===== config.mk =====
export PLATFORM = sky130hd
export DESIGN_NAME = command_frame_builder_crc16_top
export DESIGN_NICKNAME = d
export VERILOG_FILES = /design/src/rtl/cfb_pkg.sv /design/src/rtl/cfb_front.sv /design/src/rtl/cfb_queue.sv /design/src/rtl/cfb_back.sv /design/src/rtl/command_frame_builder_crc16_top.sv
export SDC_FILE = /design/constraint.sdc
export NUM_CORES = 1
export LEC_CHECK = 0
export BUFFER_PORTS_ARGS = -buffer_cell sky130_fd_sc_hd__buf_4
export CORE_MARGIN = 2
export CORE_UTILIZATION = 40
export DETAILED_ROUTE_END_ITERATION = 12
export HOLD_SLACK_MARGIN = 0.03
export PLACE_DENSITY = 0.59
export SYNTH_ARGS = -nofsm -noshare
export SYNTH_HDL_FRONTEND = slang
export SYNTH_HIERARCHICAL = 1
export SYNTH_SLANG_ARGS = --single-unit

===== constraint.sdc =====
create_clock -name clk -period 7.05 [get_ports clk]
set_clock_uncertainty 0.1 [all_clocks]
set_input_delay 0.705 -clock clk [delete_from_list [all_inputs] [get_ports clk]]
set_output_delay 0.705 -clock clk [all_outputs]
set_load 0.01 [all_outputs]

===== src/rtl/cfb_pkg.sv =====
// Shared types, constants and the CRC-16/Modbus byte update for the command
// frame builder. No dependencies.
package cfb_pkg;

  localparam int MAX_PAYLOAD = 128;
  localparam logic [7:0] MAX_PAYLOAD_B = 8'(MAX_PAYLOAD);

  localparam int QUEUE_DEPTH = 4;
  localparam int QPTR_W = $clog2(QUEUE_DEPTH);

  localparam logic [7:0] HDR0_BYTE = 8'h5A;
  localparam logic [7:0] HDR1_BYTE = 8'hA5;
  localparam logic [7:0] CMD0_BYTE = 8'h10;
  localparam logic [7:0] CMD1_BYTE = 8'h00;
  localparam logic [7:0] CMD2_BYTE = 8'h04;
  localparam logic [7:0] PAD_BYTE = 8'h00;
  localparam logic [8:0] LEN_OVERHEAD = 9'd5;

  localparam logic [15:0] CRC_INIT = 16'hFFFF;
  localparam logic [15:0] CRC_POLY = 16'hA001;

  typedef struct packed {
    logic [7:0] message_byte;
    logic [7:0] message_length;
  } in_item_t;

  typedef struct packed {
    logic [7:0] frame_byte;
    logic       frame_last;
  } out_item_t;

  // One classified input item as it waits for the back end.
  typedef struct packed {
    logic [7:0] data;
    logic [7:0] len_byte;
    logic       first;
    logic       empty;
    logic       last;
    logic       odd;
  } entry_t;

  typedef struct packed {
    logic full;
    logic empty;
  } q_stat_t;

  function automatic logic [15:0] crc_feed(input logic [15:0] crc, input logic [7:0] b);
    logic [15:0] c;
    c = crc ^ {8'h00, b};
    for (int k = 0; k < 8; k++) begin
      if (c[0]) c = (c >> 1) ^ CRC_POLY;
      else c = c >> 1;
    end
    return c;
  endfunction

endpackage


===== src/rtl/cfb_front.sv =====
// Front end: accepts message bytes and classifies each as first, last, empty.
// Depends on cfb_pkg.
module cfb_front (
  input  logic              clk,
  input  logic              rst_n,
  input  logic              in_valid,
  output logic              in_ready,
  input  cfb_pkg::in_item_t in_data,
  input  cfb_pkg::q_stat_t  q_stat,
  output logic              push,
  output cfb_pkg::entry_t   push_entry
);

  logic [7:0] remaining_r, remaining_nxt;
  logic       odd_r, odd_nxt;
  logic [7:0] n_sat;
  logic [7:0] count;
  logic [8:0] padded_len;
  logic       is_first;

  assign in_ready = !q_stat.full;
  assign push = in_valid && in_ready;

  always_comb begin
    is_first = (remaining_r == 8'd0);
    n_sat = (in_data.message_length > cfb_pkg::MAX_PAYLOAD_B) ? cfb_pkg::MAX_PAYLOAD_B
                                                               : in_data.message_length;
    count = is_first ? n_sat : remaining_r;
    padded_len = {1'b0, n_sat} + {8'd0, n_sat[0]} + cfb_pkg::LEN_OVERHEAD;

    push_entry.data = in_data.message_byte;
    push_entry.len_byte = padded_len[7:0];
    push_entry.first = is_first;
    push_entry.empty = is_first && (n_sat == 8'd0);
    push_entry.last = (count == 8'd1);
    push_entry.odd = is_first ? n_sat[0] : odd_r;

    remaining_nxt = remaining_r;
    odd_nxt = odd_r;
    if (push) begin
      remaining_nxt = push_entry.empty ? 8'd0 : count - 8'd1;
      odd_nxt = push_entry.odd;
    end
  end

  always_ff @(posedge clk) begin
    if (!rst_n) begin
      remaining_r <= 8'd0;
      odd_r <= 1'b0;
    end else begin
      remaining_r <= remaining_nxt;
      odd_r <= odd_nxt;
    end
  end

endmodule


===== src/rtl/cfb_queue.sv =====
// Short register queue between front and back end.
// Depends on cfb_pkg.
module cfb_queue (
  input  logic             clk,
  input  logic             rst_n,
  input  logic             push,
  input  cfb_pkg::entry_t  push_entry,
  input  logic             pop,
  output cfb_pkg::entry_t  head,
  output cfb_pkg::q_stat_t q_stat
);

  cfb_pkg::entry_t mem_r [cfb_pkg::QUEUE_DEPTH];
  logic [cfb_pkg::QPTR_W-1:0] wr_ptr_r, rd_ptr_r;
  logic [cfb_pkg::QPTR_W:0]   cnt_r, cnt_nxt;

  assign head = mem_r[rd_ptr_r];
  assign q_stat.empty = (cnt_r == '0);
  assign q_stat.full = (cnt_r == (cfb_pkg::QPTR_W+1)'(cfb_pkg::QUEUE_DEPTH));

  always_comb begin
    cnt_nxt = cnt_r;
    if (push && !pop) cnt_nxt = cnt_r + 1'b1;
    else if (!push && pop) cnt_nxt = cnt_r - 1'b1;
  end

  always_ff @(posedge clk) begin
    if (!rst_n) begin
      wr_ptr_r <= '0;
      rd_ptr_r <= '0;
      cnt_r <= '0;
    end else begin
      if (push) wr_ptr_r <= wr_ptr_r + 1'b1;
      if (pop) rd_ptr_r <= rd_ptr_r + 1'b1;
      cnt_r <= cnt_nxt;
    end
  end

  always_ff @(posedge clk) begin
    if (push) mem_r[wr_ptr_r] <= push_entry;
  end

endmodule


===== src/rtl/cfb_back.sv =====
// Back end: sequences header, payload, pad and CRC bytes into the output register.
// Depends on cfb_pkg.
module cfb_back (
  input  logic               clk,
  input  logic               rst_n,
  input  cfb_pkg::entry_t    head,
  input  cfb_pkg::q_stat_t   q_stat,
  output logic               pop,
  output logic               out_valid,
  input  logic               out_ready,
  output cfb_pkg::out_item_t out_data
);

  typedef enum logic [3:0] {
    S_FETCH, S_H1, S_LEN, S_C0, S_C1, S_C2, S_DATA, S_PAD, S_CRCL, S_CRCH
  } state_t;

  state_t             state_r, state_nxt;
  logic               out_valid_r, out_valid_nxt;
  cfb_pkg::out_item_t out_data_r, out_data_nxt;
  logic [15:0]        crc_r, crc_nxt;
  logic               advance;
  logic               emit;

  assign advance = !out_valid_r || out_ready;
  assign out_valid = out_valid_r;
  assign out_data = out_data_r;

  always_comb begin
    state_nxt = state_r;
    crc_nxt = crc_r;
    out_data_nxt = out_data_r;
    out_valid_nxt = out_valid_r && !out_ready;
    pop = 1'b0;
    emit = advance && !q_stat.empty;

    if (emit) begin
      out_valid_nxt = 1'b1;
      out_data_nxt.frame_last = 1'b0;
      unique case (state_r)
        S_FETCH: begin
          if (head.first) begin
            out_data_nxt.frame_byte = cfb_pkg::HDR0_BYTE;
            state_nxt = S_H1;
          end else begin
            out_data_nxt.frame_byte = head.data;
            crc_nxt = cfb_pkg::crc_feed(crc_r, head.data);
            if (head.last) state_nxt = head.odd ? S_PAD : S_CRCL;
            else pop = 1'b1;
          end
        end
        S_H1: begin
          out_data_nxt.frame_byte = cfb_pkg::HDR1_BYTE;
          state_nxt = S_LEN;
        end
        S_LEN: begin
          out_data_nxt.frame_byte = head.len_byte;
          state_nxt = S_C0;
        end
        S_C0: begin
          out_data_nxt.frame_byte = cfb_pkg::CMD0_BYTE;
          crc_nxt = cfb_pkg::crc_feed(cfb_pkg::CRC_INIT, cfb_pkg::CMD0_BYTE);
          state_nxt = S_C1;
        end
        S_C1: begin
          out_data_nxt.frame_byte = cfb_pkg::CMD1_BYTE;
          crc_nxt = cfb_pkg::crc_feed(crc_r, cfb_pkg::CMD1_BYTE);
          state_nxt = S_C2;
        end
        S_C2: begin
          out_data_nxt.frame_byte = cfb_pkg::CMD2_BYTE;
          crc_nxt = cfb_pkg::crc_feed(crc_r, cfb_pkg::CMD2_BYTE);
          state_nxt = head.empty ? S_CRCL : S_DATA;
        end
        S_DATA: begin
          out_data_nxt.frame_byte = head.data;
          crc_nxt = cfb_pkg::crc_feed(crc_r, head.data);
          if (head.last) begin
            state_nxt = head.odd ? S_PAD : S_CRCL;
          end else begin
            pop = 1'b1;
            state_nxt = S_FETCH;
          end
        end
        S_PAD: begin
          out_data_nxt.frame_byte = cfb_pkg::PAD_BYTE;
          crc_nxt = cfb_pkg::crc_feed(crc_r, cfb_pkg::PAD_BYTE);
          state_nxt = S_CRCL;
        end
        S_CRCL: begin
          out_data_nxt.frame_byte = crc_r[7:0];
          state_nxt = S_CRCH;
        end
        S_CRCH: begin
          out_data_nxt.frame_byte = crc_r[15:8];
          out_data_nxt.frame_last = 1'b1;
          crc_nxt = cfb_pkg::CRC_INIT;
          pop = 1'b1;
          state_nxt = S_FETCH;
        end
        default: state_nxt = S_FETCH;
      endcase
    end
  end

  always_ff @(posedge clk) begin
    if (!rst_n) begin
      state_r <= S_FETCH;
      out_valid_r <= 1'b0;
      crc_r <= cfb_pkg::CRC_INIT;
    end else begin
      state_r <= state_nxt;
      out_valid_r <= out_valid_nxt;
      crc_r <= crc_nxt;
    end
    out_data_r <= out_data_nxt;
  end

endmodule


===== src/rtl/command_frame_builder_crc16_top.sv =====
// Top level of the command frame builder: front end, queue and back end.
// Depends on cfb_pkg, cfb_front, cfb_queue and cfb_back.
//
// Wraps a message into a display command frame: 5A A5, length (padded
// payload + 5), 10 00 04, payload, a 00 pad if the length is odd, then
// CRC-16/Modbus over everything from the 10 byte on, low byte first; the CRC
// high byte carries frame_last. message_length is read on the first beat of
// a message only and saturates at MAX_PAYLOAD; a zero length gives the empty
// frame on one input beat. Each input beat is classified and queued by the
// front end, so input keeps flowing while the back end emits header and CRC
// bytes. The output side runs at one frame byte per cycle while out_ready is
// high and the queue is not empty, set by the single output register of the
// back-end sequencer: a message of n bytes gives n + 8 frame bytes (n + 9
// for odd n), so payload beats sustain one per cycle and the header and
// trailer bytes hold the input off once the four-entry queue fills.
module command_frame_builder_crc16_top (
  input  logic               clk,
  input  logic               rst_n,
  input  logic               in_valid,
  output logic               in_ready,
  input  cfb_pkg::in_item_t  in_data,
  output logic               out_valid,
  input  logic               out_ready,
  output cfb_pkg::out_item_t out_data
);

  // Queue status, head entry and the push/pop handshake between the parts.
  cfb_pkg::q_stat_t q_stat;
  cfb_pkg::entry_t  push_entry;
  cfb_pkg::entry_t  head;
  logic             push;
  logic             pop;

  // Classify each input beat; hold in_ready low while the queue is full.
  cfb_front u_front (
    .clk        (clk),
    .rst_n      (rst_n),
    .in_valid   (in_valid),
    .in_ready   (in_ready),
    .in_data    (in_data),
    .q_stat     (q_stat),
    .push       (push),
    .push_entry (push_entry)
  );

  // Decouple the two sides.
  cfb_queue u_queue (
    .clk        (clk),
    .rst_n      (rst_n),
    .push       (push),
    .push_entry (push_entry),
    .pop        (pop),
    .head       (head),
    .q_stat     (q_stat)
  );

  // Expand each entry into frame bytes and advance the CRC per covered byte.
  cfb_back u_back (
    .clk       (clk),
    .rst_n     (rst_n),
    .head      (head),
    .q_stat    (q_stat),
    .pop       (pop),
    .out_valid (out_valid),
    .out_ready (out_ready),
    .out_data  (out_data)
  );

endmodule


==> results of run 1 <==
[Yosys cell counts, types with 4 or more instances]
library cell / count
o211ai_1: 4
nand2_1: 46
xnor2_1: 24
nor2b_1: 10
inv_1: 16
mux4_2: 20
and2_1: 10
o21ai_1: 4
ha_1: 9
buf_4: 10
nor3_1: 21
mux2i_1: 9
dfxtp_1: 39
clkbuf_1: 19
a21boi_0: 6
edfxtp_1: 89
nand3_1: 12
nand2b_1: 9
o21ai_0: 25
or3_1: 5
xor2_1: 15
or4_1: 5
a21oi_1: 29
a221oi_1: 4
nor2_1: 42
a211oi_1: 4
[final cells by class]
| class | instances | area, µm² |
|---|---|---|
| multi-input combinational | 378 | 2824 |
| clock inverter | 14 | 117.6 |
| inverter | 16 | 60.06 |
| tap | 216 | 270.3 |
| fill | 1466 | 8526 |
| timing repair buffer | 35 | 262.8 |
| clock buffer | 18 | 429.2 |
| sequential | 128 | 3453 |
[worst max-delay path by stage]
| stage | startpoint | to | slack, ns |
|---|---|---|---|
| 3_5_place_dp | register | u_queue/cnt_r[2] | 3.71 |
| 5_1_grt | register | u_queue/cnt_r[2] | 3.44 |
| 6_report | u_back/state_r[3] | u_queue/cnt_r[2] | 3.71 |
| 3_3_place_gp | register | u_queue/cnt_r[2] | 3.85 |
| 2_1_floorplan | register | u_queue/cnt_r[2] | 4.19 |
| 4_1_cts | register | u_queue/cnt_r[2] | 3.69 |
[stage by stage]
step | cells | power, mW | utilization | setup WS (ns)
3_3_place_gp | 773 | 2.713 | 0.4309 | 3.848
2_1_floorplan | 558 | 2.362 | - | 4.188
5_1_grt | 805 | 3.779 | 0.4652 | 3.440
6_report | 805 | 3.559 | 0.4652 | 3.711
3_5_place_dp | 773 | 2.741 | 0.4309 | 3.710
4_1_cts | 805 | 3.563 | 0.4652 | 3.689
[power by group through the flow]
stage	registers [mW]	logic [mW]	clock network, mW
finish	1.13	1.62	0.808
global route	1.15	1.76	0.859
CTS	1.13	1.60	0.827
detailed placement	1.15	1.60	0
global placement	1.14	1.57	0
floorplan	1.10	1.26	0
[logic make-up (layout without fill, tap and decap cells)]
logic type                 count (synthesis)  in the layout
and+or+nand+nor                          176            176
DFF                                      128            128
AOI/OAI and AO/OA                        115            115
buffers and inverters                     52             83
xor gates and xnor gates                  44             44
muxes                                     32             32
adders and majority gates                 10             10
other                                      1              1
[per-layer routing]
metal  track usage  routed length (µm)
met4       0.08092                 397
met5             0                   0
met1        0.2400                6593
met2        0.2731                6919
met3       0.03691                 811
[sequential cells by signal, summed over array words and instances, names as in the netlist, named ones only]
name / flops
u_back/crc_r: 16
u_back/out_data: 9
u_queue/cnt_r: 3
u_queue/rd_ptr_r: 2
u_queue/wr_ptr_r: 2
u_queue/mem_r: 80
u_back/out_valid: 1
u_front/odd_r: 1
u_front/remaining_r: 8
u_back/state_r: 4
[critical path, stage by stage, from the launching register on]
cell,delay (ns)
dfxtp_1,0.99
nor2b_1,0.28
nand2_1,0.29
o22a_1,0.17
nor2_1,0.06
inv_1,0.08
ha_1,0.17
inv_1,0.07
fa_1,0.38
xor2_1,0.19
or3_1,0.31
a21boi_0,0.17
==> results.cfg, run 1 <==
[run_status]
outcome = complete, no violations

[critical_path]
crit_type = reg -> reg
ff2ff_path_depth = 11
r2r_start = u_back/state_r[3]
required_ns = 7.29
crit_path_max_fanout = 30
r2r_slack_ns = 3.71
crit_arrival_ns = 3.57
end_kind = register
startpoint_type = register
r2r-end = u_queue/cnt_r[2]

[yosys]
synth-adder-area-share = 0.02029
yosysTopAreaCellShare = 0.4090
synthTopCellsByArea = edfxtp_1 (41%), dfxtp_1 (12%), mux4_2 (6.9%), xnor2_1 (3.2%), nand2_1 (2.6%)
async_reset_ff_frac = 0
yosysSeqAreaShare = 0.5284
synth_xor_area_frac = 0.06931
synth_area_leader_cell = edfxtp_1
synthMuxAreaShare = 0.08845
ys_seq_elements = 128
synthFlopType = edfxtp_1
synth_compound_area_frac = 0.1210
syn_nets = 588
synth.distinct_cells = 69
synth_enable_flop_cells = 89
netlist_area_um2 = 6535
postSynthAreaPerCell_um2 = 11.71
synthCells = 558
synth-simple-area-share = 0.1325
synth-warning-count = 6
synth_top_family_by_area = simple AND/OR/NAND/NOR gates

[run]
cap_viol_max_count = 0

[timing]
fmax_mhz = 299.5
slew_headroom = 0.2267
setup_violations = 0
hold_ws_ns = 0.3831
fin_crit_sh = 0.4736
fin_tns_setup_ns = 0
slew_viol_final = 0
hold_viol = 0
worst_pin_slew_ns = 1.153
rsz0062_at_grt = no
timing.final.crit_period_ns = 3.339

[power]
p_comb_frac = 0.454
p_int_mw = 2.194
sequentialPowerShare = 0.319
power_switching_mw = 1.365
cellPowerDensity_nw_per_um2 = 479.8
vdd_drop_max_mv = 0.2274
power.leakage_nw = 2.676
power_frac_clock = 0.227
switching_share = 0.3836

[floorplan]
start_util = 0.4099
die_area_um2 = 17380
io_pins = 31
rows = 46
dieWidth_um = 131.8
coreArea_um2 = 15940
die_y_um = 131.8

[route]
first_pass_iters = 5
drc = 0
vias_per_cell = 5.658
vias = 4555
drtIter0Drc = 498
routed_wl_mm = 14.72
drtAntennaViolNets = 0
wl_per_cell_um = 18.29

[placed_design]
io_buffers = 30
placed_cell_area_um2 = 6870
gp_congestion = 0.8757
hpwl_mm = 10.02

[worst_hold_path]
worstHoldPathCells = 1
min_path_type = in -> reg
min_from = in_data[15]
hold_path_end = u_queue/mem_r[0][19]

[finish]
nNetsFinal = 606
final_common_cell = edfxtp_1
n_antenna_cell = 0
drive_above_1_share = 0.1664
layout_common_cells = edfxtp_1 (89), nand2_1 (46), nor2_1 (42)
final_cell_area_um2 = 7417
syn2layout_area_growth_pct = 13.50

[grt]
antenna_found_initial = 0
grt_remaining_overflow = 0
grt_max_degree = 38
grtUsageTotal = 0.1767
grt_pass1_vias = 4387
grt_first_pass_wirelength_mm = 23.83

[clock_tree]
clock_latency_ns = 0.42
post_cts_buffers = 0
cts-root-buf = clkbuf_16
cts-resized-gates = 0
cts_max_level = 4
cts_buffers = 17
cts_tree = done
cts_sinks = 128
hold_buffers = 0
path_clk_slew_ns = 0.06
max-clock-path-buffers = 2
(Power assumes the default switching activity.)
==> run 2: changes to the inputs <==
- ABC_AREA: not set -> 1
- PLACE_DENSITY: 0.59 -> 0.61
- clock period: 7.05 -> 2.8 ns (I/O delays scaled with it)
==> run 2 against run 1 <==
  * Sequential share of layout area decreased by 2.4 points
  * Register-to-register slack lost 3.4 ns
  * Highest routed layer unchanged
  * Via count grew 15%
  * Critical path depth grew 3
  * Worst setup slack lost 3.4 ns
  * Hold slack worse by 0.28 ns
  * First-iteration DRC count rose by 10%
==> results.cfg, run 2 <==
[run_status]
outcome = complete, no violations

[yosys]
synth_top_cells_by_count = nand2_1 (165), edfxtp_1 (89), nor2_1 (75), inv_1 (74), o21ai_1 (51)
async_reset_ff_frac = 0
synthCells = 758
postSynthAreaPerCell_um2 = 8.798
yosys.cell_count.top_type = nand2_1
ys_seq_elements = 128
yosysSeqAreaShare = 0.5178
netlist_area_um2 = 6669
yosysTopAreaCellShare = 0.4008
synth.distinct_cells = 44
synth_area_leader_cell = edfxtp_1
synth_enable_flop_cells = 89
synthFlopType = edfxtp_1
synth-warning-count = 6
syn_nets = 788
synthTopCellsByArea = edfxtp_1 (40%), dfxtp_1 (12%), nand2_1 (9.3%), nor2_1 (4.2%), inv_1 (4.2%)

[critical_path]
end_kind = register
startpoint_type = register
cp_num_buf_inv = 6
required_ns = 3.02
ff2ff_path_depth = 14
cp_slowest_cell = dfxtp_1
r2r-end = u_queue/cnt_r[1]
r2r_slack_ns = 0.31
crit_chain = inv_1, nor2_4, inv_2, nor2_4, inv_2, o21ai_0, o21ai_0, inv_1, inv_1, ha_1, inv_1, fa_1, o21ai_0, nor2_1
crit_type = reg -> reg
crit_arrival_ns = 2.71
crit_path_max_fanout = 5
r2r_start = u_back/state_r[2]
cp_top_family = adder cells
cp_common_cell = inv_1
crit_path_max_incr_delay_ns = 0.43

[finish]
syn2layout_area_growth_pct = 17.19
regMostFlops = u_queue/mem_r
drive_above_1_share = 0.1657
layout_common_cells = nand2_1 (165), edfxtp_1 (89), nor2_1 (75)
final_common_cell = nand2_1
nNetsFinal = 838
fillers = 1595
final_cells = 1041
n_antenna_cell = 0
largest_reg_flops = 80

[clock_tree]
cts_sinks = 128
max-clock-path-buffers = 2
cts_buffers = 17
cts-root-buf = clkbuf_16
path_clk_slew_ns = 0.06
cts_max_level = 4
clock_latency_ns = 0.43
cts_tree = done

[floorplan]
coreArea_um2 = 16470
dieWidth_um = 133.1
rows = 47
die_area_um2 = 17720
start_util = 0.4050
io_pins = 31
die_y_um = 133.1

[placed_design]
dp.cells = 1000
gp_congestion = 0.8638
hpwl_mm = 11.42
dp_slack_ns = 0.2247
io_buffers = 30

[route]
first_pass_iters = 7
vias = 5249
wl_per_cell_um = 15.20
drc = 0
routed_wl_mm = 15.83
vias_per_cell = 5.042
drtAntennaViolNets = 0
drtIter0Drc = 549

[power]
power.leakage_nw = 3.285
cellPowerDensity_nw_per_um2 = 1231
vdd_drop_max_mv = 0.6936

[timing]
setup_ws_ns = 0.3085
rsz0062_at_grt = no
fin_crit_sh = 0.8898
setup_violations = 0
slew_viol_final = 0
fmax_mhz = 401.4
worst_pin_slew_ns = 0.5747
slew_headroom = 0.6155
timing.final.crit_period_ns = 2.492
fin_tns_setup_ns = 0
hold_viol = 0

[worst_hold_path]
min_path_type = in -> reg
hold_path_end = u_back/crc_r[15]
worstHoldPathCells = 2
min_from = rst_n

[grt]
antenna_found_initial = 0
grtUsageTotal = 0.1839
grt_remaining_overflow = 0
grt_max_degree = 28
grt_first_pass_wirelength_mm = 25.10
grt_pass1_vias = 4866

[run]
cap_viol_max_count = 0
-- run 2: cell count changes in the layout (fill, tap and decap cells not counted), moves of 14 or more --
cell     delta
mux4_2     -20
inv_1      +57
xnor2_1    -16
o22ai_1    +19
nor2_1     +33
nand3_1    +24
nand2_1   +119
buf_4      +14
o21ai_1    +47
nor3_1     -14
inv_2      +14
-- run 2: cells by family after synthesis --
kind of cell,synth area share
fa+ha+maj,0.01989
simple gates,0.2116
other cells,0.0005623
xor+xnor,0.02233
buf+inv,0.08049
compound gates,0.1473
flops,0.5178
-- run 2: final cells by class --
class	instances	area, µm²	share of cell area
Sequential cell	128	3455	0.4420
Multi-Input combinational cell	509	2698	0.3452
Timing Repair Buffer	60	480.5	0.06148
Clock buffer	17	425.4	0.05443
Inverter	92	352.8	0.04515
Tap cell	220	275.3	0.03522
Clock inverter	15	128.9	0.01649
-- run 2: timing repair --
item                                    CTS  global route
gates resized for setup                   0             8
setup buffers                             0             0
endpoints found under the setup margin    0             4
hold buffers                              9             0
endpoints found under the hold margin    33             0
-- run 2: power breakdown --
part / internal, mW / switching (mW) / leakage (nW)
Combinational: 1.64 / 3.07 / 1.88
Clock: 1.16 / 0.908 / 0.260
Sequential: 2.57 / 0.274 / 1.15
Total: 5.37 / 4.25 / 3.28
-- run 2: how the worst max path moves through the flow --
| stage | from | endpoint | slack [ns] | cells past startpoint |
|---|---|---|---|---|
| final | u_back/state_r[2] | u_queue/cnt_r[1] | 0.31 | 14 |
| after floorplan | register | u_queue/cnt_r[2] | 0.26 | 18 |
| after CTS | register | u_back/crc_r[15] | 0.20 | 17 |
| after global routing | register | u_queue/cnt_r[2] | 0.05 | 17 |
| after detailed placement | register | u_back/crc_r[15] | 0.22 | 17 |
| after global placement | register | u_back/crc_r[15] | 0.26 | 17 |
-- run 2: stage by stage --
step	hold slack [ns]	area [µm²]	util	power, mW
CTS	0.08576	7785	0.4728	9.590
global route	0.1063	7815	0.4746	10.37
floorplan	0.3013	6669	-	6.365
global placement	0.3253	7141	0.4337	7.476
finish	0.1031	7815	0.4746	9.622
detailed placement	0.3340	7141	0.4337	7.499
-- run 2: metal layers --
layer / global-route usage / vias up / wire (µm)
met5: 0 / - / 0
met3: 0.03995 / 36 / 647
met4: 0.08038 / 0 / 461
met1: 0.2456 / 2411 / 7453
li1: - / 2668 / -
met2: 0.2899 / 134 / 7265
==> run 3: changes to the inputs <==
- PLACE_DENSITY: 0.61 -> 0.59
- clock period: 2.8 -> 3 ns (I/O delays scaled with it)
==> run 3 against run 2 <==
  * Final cell count shrank 0.48%
  * Design area shrank 0.51%
  * Non-clock buffer count shrank 5
  * Register-to-register slack lost 0.08 ns
  * Worst setup slack lost 0.079 ns
  * Highest routed layer unchanged
  * Clock-buffer cell count is the same
  * Combinational power shrank 5.7%
  * Die area is the same
  * First-iteration DRC count grew 1.8%
  * Sequential cell count is the same
==> results.cfg, run 3 (synthesis results as in run 2) <==
[run_status]
outcome = complete, no violations

[timing]
fin_tns_setup_ns = 0
fmax_mhz = 361.0
setup_violations = 0
hold_viol = 0
fin_crit_sh = 0.9235
timing.final.crit_period_ns = 2.770
rsz0062_at_grt = no
slew_headroom = 0.5493
slew_viol_final = 0
worst_pin_slew_ns = 0.6761

[floorplan]
start_util = 0.4050
coreArea_um2 = 16470
die_area_um2 = 17720
dieWidth_um = 133.1
die_y_um = 133.1
io_pins = 31
rows = 47

[grt]
grt_remaining_overflow = 0
grtUsageTotal = 0.1906
antenna_found_initial = 0
grt_first_pass_wirelength_mm = 26.10
grt_max_degree = 30
grt_pass1_vias = 5151

[clock_tree]
cts_max_level = 4
cts_buffers = 17
cts_tree = done
clock_latency_ns = 0.42
cts-root-buf = clkbuf_16
max-clock-path-buffers = 2
cts_sinks = 128
path_clk_slew_ns = 0.06

[finish]
seqCellArea_um2 = 3453
nNetsFinal = 833
utilization = 0.4722
n_antenna_cell = 0
final_cell_area_um2 = 7775
drive_above_1_share = 0.1556
syn2layout_area_growth_pct = 16.59
layout_common_cells = nand2_1 (165), edfxtp_1 (89), nor2_1 (75)
fillers = 1563
largest_reg_flops = 80
multi_input_comb_area_um2 = 2679
final_common_cell = nand2_1
regMostFlops = u_queue/mem_r

[route]
drtIter0Drc = 559
vias_per_cell = 5.292
vias = 5483
first_pass_iters = 5
drtAntennaViolNets = 0
drc = 0
wl_per_cell_um = 15.79
routed_wl_mm = 16.36

[power]
cellPowerDensity_nw_per_um2 = 1169
vdd_drop_max_mv = 0.5040
design_power_total_mw = 9.091
power.leakage_nw = 3.270

[placed_design]
gp_congestion = 0.9306
hpwl_mm = 11.76
io_buffers = 30
placed_cell_area_um2 = 7103

[worst_hold_path]
min_path_type = in -> reg
worstHoldPathCells = 2

[critical_path]
crit_type = reg -> reg
setup.worst_path.end = u_back/crc_r[15]
required_ns = 3.20
startpoint_type = register
crit_chain = inv_1, o21ai_1, o22ai_1, inv_1, nand2_1, nand2_1, nand2_1, nand3_1, nand2_1, nand2_1, nand2_1, nand2_1, nand3_1, nand3_1, nand2_1, nand3_1
crit_arrival_ns = 2.97
end_kind = register
crit_path_max_incr_delay_ns = 0.52
cp_slowest_cell = o22ai_1
cp_common_cell = nand2_1
crit_path_max_fanout = 14
r2r-end = u_back/crc_r[15]
ff2ff_path_depth = 16
r2r_slack_ns = 0.23

[run]
cap_viol_max_count = 0
==> run 3: repair_timing <==
item / in CTS / in global routing
gates resized for setup: 0 / 1
endpoints found under the hold margin: 33 / 0
setup buffers: 0 / 0
endpoints found under the setup margin: 0 / 1
hold buffers: 9 / 0
==> run 3: power by group <==
part	internal (mW)	switching, mW	leakage, nW
sequential	2.40	0.251	1.15
combinational	1.47	2.98	1.84
clock	1.16	0.832	0.280
==> run 3: final cells by class <==
| class | count | share of cell area |
|---|---|---|
| clock buffer | 17 | 0.05472 |
| timing repair buffer | 55 | 0.05649 |
| sequential | 128 | 0.4442 |
| tap | 220 | 0.03540 |
| multi-input combinational | 509 | 0.3445 |
| clock inverter | 15 | 0.01963 |
| inverter | 92 | 0.04506 |
==> run 3: stage by stage <==
step	std cells	hold slack, ns	setup slack (ns)
after global placement	995	0.3486	0.3702
after detailed placement	995	0.3394	0.3059
after floorplan	758	0.3115	0.4587
final	1036	0.1479	0.2296
after global routing	1036	0.1275	0.001893
after CTS	1036	0.1284	0.2980
==> run 3: per-layer routing <==
metal  GRT usage  part of all wire  vias to the layer above
met2      0.2988              0.46                      213
met5           0                 0                        -
met3     0.03957             0.060                       40
met1      0.2532              0.45                     2582
li1            -                 -                     2648
met4     0.09338             0.027                        0
==> run 3: worst max-delay path: cells and delay by family (launching register included) <==
family	cells	cell delay (ns)
AO/OA/AOI/OAI	2	0.66
buffers and inverters	2	0.57
flip-flops	1	0.31
AND/OR/NAND/NOR	12	1.03
==> run 3: worst min path at each step <==
stage | startpoint | to | slack [ns]
CTS | rst_n | u_back/crc_r[15] | 0.13
detailed placement | u_queue/rd_ptr_r[1] | u_queue/rd_ptr_r[1] | 0.34
global placement | u_queue/rd_ptr_r[1] | u_queue/rd_ptr_r[1] | 0.35
global route | rst_n | u_back/crc_r[15] | 0.13
finish | rst_n | u_back/crc_r[15] | 0.15
floorplan | u_queue/rd_ptr_r[1] | register | 0.31
